**src/rtl/tcc_pkg.sv**
```systemverilog
// Shared constants and types of the text console controller.
// Holds field widths, control character codes and the cursor decode struct.
// No dependencies.
package tcc_pkg;

    // Default screen geometry
    localparam int ROWS_DEF = 25;
    localparam int COLS_DEF = 80;

    // Fixed field widths of the item and result beats
    localparam int ROW_FW  = 5;
    localparam int COL_FW  = 7;
    localparam int LIN_FW  = 11;
    localparam int CELL_W  = 16;
    localparam int ATTR_W  = 8;
    localparam int CHAR_W  = 8;

    // Configuration port
    localparam int APB_AW = 2;
    localparam int APB_DW = 32;
    localparam logic [APB_AW-1:0] ADDR_TEXT_ATTR = 2'd0;
    localparam logic [ATTR_W-1:0] RESET_ATTR = 8'h0F;

    // Control and printable character codes
    localparam logic [CHAR_W-1:0] CH_BS    = 8'd8;
    localparam logic [CHAR_W-1:0] CH_TAB   = 8'd9;
    localparam logic [CHAR_W-1:0] CH_LF    = 8'd10;
    localparam logic [CHAR_W-1:0] CH_FF    = 8'd12;
    localparam logic [CHAR_W-1:0] CH_CR    = 8'd13;
    localparam logic [CHAR_W-1:0] CH_SPACE = 8'd32;
    localparam logic [CHAR_W-1:0] PRINT_HI = 8'd127;
    localparam int TAB_STEP = 8;

    // Actions
    localparam logic ACT_PUT  = 1'b0;
    localparam logic ACT_READ = 1'b1;

    // What a put byte does to the cell store
    typedef struct packed {
        logic write_cell;
        logic scroll;
        logic clear;
    } t_put_ctl;

endpackage

```
**src/rtl/tcc_cursor.sv**
```systemverilog
// Next-cursor decode of the text console controller for one put byte.
// Tracks row, column and linear position; flags cell write, scroll, clear.
// Depends on tcc_pkg.
module tcc_cursor #(
    parameter int ROWS = tcc_pkg::ROWS_DEF,
    parameter int COLS = tcc_pkg::COLS_DEF
) (
    input  logic [tcc_pkg::CHAR_W-1:0]  i_byte,
    input  logic [$clog2(ROWS)-1:0]     i_row,
    input  logic [$clog2(COLS)-1:0]     i_col,
    input  logic [$clog2(ROWS*COLS)-1:0] i_lin,
    output logic [$clog2(ROWS)-1:0]     o_row,
    output logic [$clog2(COLS)-1:0]     o_col,
    output logic [$clog2(ROWS*COLS)-1:0] o_lin,
    output tcc_pkg::t_put_ctl           o_ctl
);
    localparam int ROW_W = $clog2(ROWS);
    localparam int COL_W = $clog2(COLS);
    localparam int LIN_W = $clog2(ROWS*COLS);

    logic                last_col;
    logic                last_row;
    logic [LIN_W-1:0]    row_base;
    logic [COL_W:0]      tab_sum;
    logic [COL_W-1:0]    tab_col;
    logic                printable;

    assign last_col  = (i_col == COL_W'(COLS - 1));
    assign last_row  = (i_row == ROW_W'(ROWS - 1));
    assign row_base  = i_lin - LIN_W'(i_col);
    assign tab_sum   = (COL_W+1)'(i_col) + (COL_W+1)'(tcc_pkg::TAB_STEP);
    assign tab_col   = (tab_sum > (COL_W+1)'(COLS - 1)) ? COL_W'(COLS - 1)
                                                        : tab_sum[COL_W-1:0];
    assign printable = (i_byte >= tcc_pkg::CH_SPACE) && (i_byte <= tcc_pkg::PRINT_HI);

    always_comb begin
        o_row = i_row;
        o_col = i_col;
        o_lin = i_lin;
        o_ctl = '0;
        if (printable) begin
            o_ctl.write_cell = 1'b1;
            if (last_col && last_row) begin
                o_ctl.scroll = 1'b1;
                o_row = ROW_W'(ROWS - 1);
                o_col = '0;
                o_lin = LIN_W'((ROWS - 1) * COLS);
            end else if (last_col) begin
                o_row = i_row + 1'b1;
                o_col = '0;
                o_lin = i_lin + 1'b1;
            end else begin
                o_col = i_col + 1'b1;
                o_lin = i_lin + 1'b1;
            end
        end else begin
            unique case (i_byte)
                tcc_pkg::CH_BS: begin
                    if (i_col != '0) begin
                        o_col = i_col - 1'b1;
                        o_lin = i_lin - 1'b1;
                    end
                end
                tcc_pkg::CH_TAB: begin
                    o_col = tab_col;
                    o_lin = row_base + LIN_W'(tab_col);
                end
                tcc_pkg::CH_LF: begin
                    if (last_row) begin
                        o_ctl.scroll = 1'b1;
                        o_row = ROW_W'(ROWS - 1);
                        o_col = '0;
                        o_lin = LIN_W'((ROWS - 1) * COLS);
                    end else begin
                        o_row = i_row + 1'b1;
                        o_col = '0;
                        o_lin = row_base + LIN_W'(COLS);
                    end
                end
                tcc_pkg::CH_FF: begin
                    o_ctl.clear = 1'b1;
                    o_row = '0;
                    o_col = '0;
                    o_lin = '0;
                end
                tcc_pkg::CH_CR: begin
                    o_col = '0;
                    o_lin = row_base;
                end
                default: begin
                    // ignore every other byte
                end
            endcase
        end
    end

endmodule

```
**config.mk**
```make
export PLATFORM = sky130hd
export DESIGN_NAME = tcc_cursor
export DESIGN_NICKNAME = d
export VERILOG_FILES = /design/src/rtl/tcc_pkg.sv /design/src/rtl/tcc_cursor.sv
export SDC_FILE = /design/constraint.sdc
export NUM_CORES = 1
export LEC_CHECK = 0
export BUFFER_PORTS_ARGS = -buffer_cell sky130_fd_sc_hd__buf_2
export CAP_MARGIN = 5
export CORE_AREA = 4 4 85 87
export DETAILED_ROUTE_END_ITERATION = 6
export DIE_AREA = 0 0 89 91
export PLACE_DENSITY = 0.72
export SETUP_SLACK_MARGIN = 0.5
export SLEW_MARGIN = 20
export SYNTH_ARGS = -nofsm -noshare
export SYNTH_HDL_FRONTEND = slang
export SYNTH_SLANG_ARGS = --single-unit
```
**constraint.sdc**
```tcl
create_clock -name vclk -period 4.5
set_input_delay 0.225 -clock vclk [all_inputs]
set_output_delay 0.225 -clock vclk [all_outputs]
set_load 0.05 [all_outputs]
```
Yosys cells after proc, flatten, opt, wreduce, memory -nomap -nowiden
Index checks and enable logic that the tools add are counted.
Storage, ports and cells
  bits in registers: 0
  input bits: 31
  word-level logic and storage cells: 46
Cells by class
  add/subtract/negate cells: 9
  magnitude comparators: 3
  equal/unequal tests: 7
  multiplexer cells: 23
  reductions and logical operators: 4
Operators with widths (count)
  $pmux 11 s5: 1
  $mux 11: 4
  $eq 8x4->1 const B: 5
  $mux 7: 5
  $pmux 7 s3: 1
  $mux 5: 4
  $add 11x1->11 const B: 1
  $add 11x7->11: 1
  $add 11x7->11 const B: 1
  $sub 11x1->11 const B: 1
  $sub 11x7->11: 1
  $pmux 5 s2: 1
  $add 7x4->8 const B: 1
  $ge 8x6->1 const B: 1
  $gt 8x7->1 const B: 1
  $le 8x7->1 const B: 1
  $add 7x1->7 const B: 1
  $eq 7x7->1 const B: 1
  $mux 1: 7
  $reduce_bool 7->1: 1
  $sub 7x1->7 const B: 1
  $add 5x1->5 const B: 1
  $eq 5x5->1 const B: 1
  $reduce_or 3->1: 1
  $logic_and 1x1->1: 2

Longest topological paths before layout
  depth in word-level cells: 6
  depth in mapped cells: 16

Worst setup path after synthesis
Ideal clock, no wire load.
  path type: input -> output
  start: in i_col[4]
  end: out o_lin[8]
  arrival: 3.803 ns
  data required time: 4.275 ns
  path slack: 0.472 ns
  cell stages on the path: 16
  buffers on the path: 1
  cells stage by stage: buf_2 inv_1 ha_1 inv_1 a21oi_1 o211a_1 or2_2 ha_1 fa_1 a211oi_1 o21bai_1 a21o_1 a21o_1 nand4_1 nand3b_1 a31oi_1
Between the ends
  cells in the longest elaborated chain, start to end: 6
  elaborated cells between the ends (all ways): 14
  classes of those cells: add/sub (4); order compare (1); eq/ne (1); mux (6); reduce/logical (2)
RTL lines
  start, declared: RTL line tcc_cursor.sv:10  | input logic [$clog2(COLS)-1:0] i_col,
  $add 7x4->8: RTL line tcc_cursor.sv:31  | assign tab_sum = (COL_W+1)'(i_col) + (COL_W+1)'(tcc_pkg::TAB_STEP);
  $gt 8x7->1: RTL line tcc_cursor.sv:32  | assign tab_col = (tab_sum > (COL_W+1)'(COLS - 1)) ? COL_W'(COLS - 1)
  $mux 7: RTL line tcc_cursor.sv:32
  $add 11x7->11: RTL line tcc_cursor.sv:66  | o_lin = row_base + LIN_W'(tab_col);
  $pmux 11 s5: RTL line tcc_cursor.sv:57  | unique case (i_byte)
  $mux 11 (*): RTL line tcc_cursor.sv:41  | if (printable) begin
  end, declared: RTL line tcc_cursor.sv:14  | output logic [$clog2(ROWS*COLS)-1:0] o_lin,
Mark *: on every way between the ends. The rest lies on a longest branch, timed or not.

Worst setup path in the final report
  start: in i_col[3]
  end: out o_lin[10]
The elaborated chain is that of the path after synthesis.

==> results.py <==
metrics = {
    "clock_network": {
        "hold_buffers": 0,
        "cts_resized": 0,
        "post_cts_buffers": 0,
    },
    "floorplan": {
        "ios": 57,
        "fp.dieW_um": 89,
        "design.core.area_sq_um": 6350,
        "row_count": 29,
        "dieArea_sq_um": 8099,
        "initial_core_util": 0.3974,
        "fp.dieH_um": 91,
    },
    "finish": {
        "fin_util": 0.4467,
        "drive_above_1_share": 0.1918,
        "finalNonFillerCells": 494,
        "seqCellArea_sq_um": 0,
        "fill_cells": 648,
        "clkbuf_count": 0,
        "final_nets": 476,
        "fin_area_sq_um": 2836,
        "design.seq.count": 0,
        "antenna_cells": 0,
        "syn_to_final_growth_pct": 12.39,
    },
    "setup_path": {
        "path_max_fanout": 9,
        "critical_path_class": "in2out",
        "end_kind": "primary output",
        "start_kind": "input port",
        "critPathArrivalTime_ns": 3.61,
        "crit_path_top_delay_cell": "fa_2",
        "crit_chain": "buf_2, inv_1, ha_1, inv_1, a21oi_1, o211a_1, or2_2, ha_1, fa_2, a211oi_2, o21bai_1, a21o_1, a21o_1, a41oi_1, o21ai_1, o311ai_1, buf_4",
        "max_stage_delay_ns": 0.38,
        "worstPathRequired_ns": 4.28,
    },
    "placement": {
        "io_buffers": 57,
        "dpl_cell_area_sq_um": 2816,
        "dp_hpwl_um": 6862,
        "dp_cells": 494,
        "place.gp.congestion": 0.9559,
    },
    "sta": {
        "period_share": 0.8526,
        "rsz0062_at_grt": "yes",
        "setup_violations": 0,
        "drv_slew": 0,
        "fin_setup_tns_ns": 0,
        "clock.fmax_mhz": 260.6,
        "slew_headroom": 0.3367,
        "finalHoldViolCount": 0,
        "worst_slew_pin_slew_ns": 0.9879,
        "period_minus_slack_ns": 3.837,
    },
    "min_path": {
        "min_path_type": "in2out",
    },
    "synthesis": {
        "synth_area_leaders": "ha_1, o21ai_0, nor2_1",
        "synth_top_area_frac": 0.1190,
        "synth.most_common_cell": "o21ai_0",
        "yosys.area.top_type": "ha_1",
        "synth.cell_area_sq_um": 2524,
        "synth_fp_nets": 438,
        "synthCells": 381,
        "ys_warn_count": 0,
        "synth_cell_type_count": 70,
        "synth_commonest_cells": "o21ai_0, nor2_1, nand2_1",
        "ys_seq_area_frac": 0,
        "avgSynthCellArea_sq_um": 6.624,
    },
    "route": {
        "wire_per_inst_um": 17.32,
        "drt_iter0_markers": 410,
        "num_vias": 3147,
        "firstDrtPassIters": 6,
        "route.detailed.drc": 0,
        "ant_nets": 0,
        "vias_per_cell": 6.370,
        "wl_um": 8555,
    },
    "run_status": {
        "status": "finished clean",
    },
    "power": {
        "total_leakage_power_uw": 0.001185,
        "ir_drop_v": 0.00006641,
        "power_uw": 441.8,
        "powerDensity_nw_per_um2": 155.8,
    },
    "global_route": {
        "track_usage": 0.2050,
        "grt_pass1_vias": 3017,
        "grt_overflow": 0,
        "grt_max_degree": 17,
        "antenna_found_initial": 0,
        "grt_pass1_wl_um": 13860,
    },
    "run": {
        "drv_cap": 0,
    },
}
-- through the flow --
step / setup WS (ns) / hold slack [ns]
floorplan: 0.7098 / 0.6455
global placement: 0.6442 / 0.8338
detailed placement: 0.5370 / 0.8376
CTS: 0.5301 / 0.8377
global route: 0.4296 / 0.8866
finish: 0.6633 / 0.8315
-- area by class of cell --
cell class | instances | area (sq um) | area share
well taps | 77 | 96.34 | 0.03397
inverters | 22 | 82.58 | 0.02911
repair buffers | 59 | 305.3 | 0.1076
multi-input cells | 336 | 2352 | 0.8293
-- final timing paths --
| path | start | end | slack [ns] | cells past startpoint |
|---|---|---|---|---|
| min | i_row[4] | o_row[4] | 0.83 | 3 |
| max | i_col[3] | o_lin[10] | 0.66 | 17 |
-- placed cells by master (no fill, tap or decap), types with 7 or more instances in the layout --
cell type / Yosys / layout
nand2_1: 32 / 32
o21ai_0: 37 / 37
nor2_1: 35 / 35
and3_1: 7 / 7
nor3_1: 9 / 9
o21a_1: 7 / 7
a21oi_1: 23 / 23
ha_1: 24 / 24
a31oi_1: 10 / 9
a21o_1: 8 / 8
inv_1: 22 / 22
nand3_1: 17 / 17
xor2_1: 9 / 9
xnor2_1: 14 / 14
buf_2: 6 / 55
-- cell families after synthesis --
family	after synthesis	share of synthesized area
AOI/OAI and AO/OA	145	0.4051
xor gates and xnor gates	24	0.09073
adders and majority gates	26	0.1349
buffers and inverters	45	0.07635
muxes	2	0.007933
and+or+nand+nor	139	0.2851
-- where the power goes --
part,total [uW],internal (uW),switching [uW]
Clock,0,0,0
Sequential,0,0,0
Combinational,442,157,285
-- routing by layer --
layer | global-route usage | share of wire | routed length (um)
met5 | 0 | 0 | 0
met1 | 0.2731 | 0.42 | 3635
met4 | 0.05459 | 0.025 | 211
met2 | 0.3385 | 0.46 | 3962
met3 | 0.03439 | 0.087 | 745
-- worst max-delay path, delay by kind of cell --
| kind | cells | cell delay (ns) |
|---|---|---|
| fa+ha+maj | 3 | 0.94 |
| simple gates | 1 | 0.29 |
| buf+inv | 4 | 0.63 |
| compound gates | 9 | 1.51 |
Power figures use the tool's default switching activity.
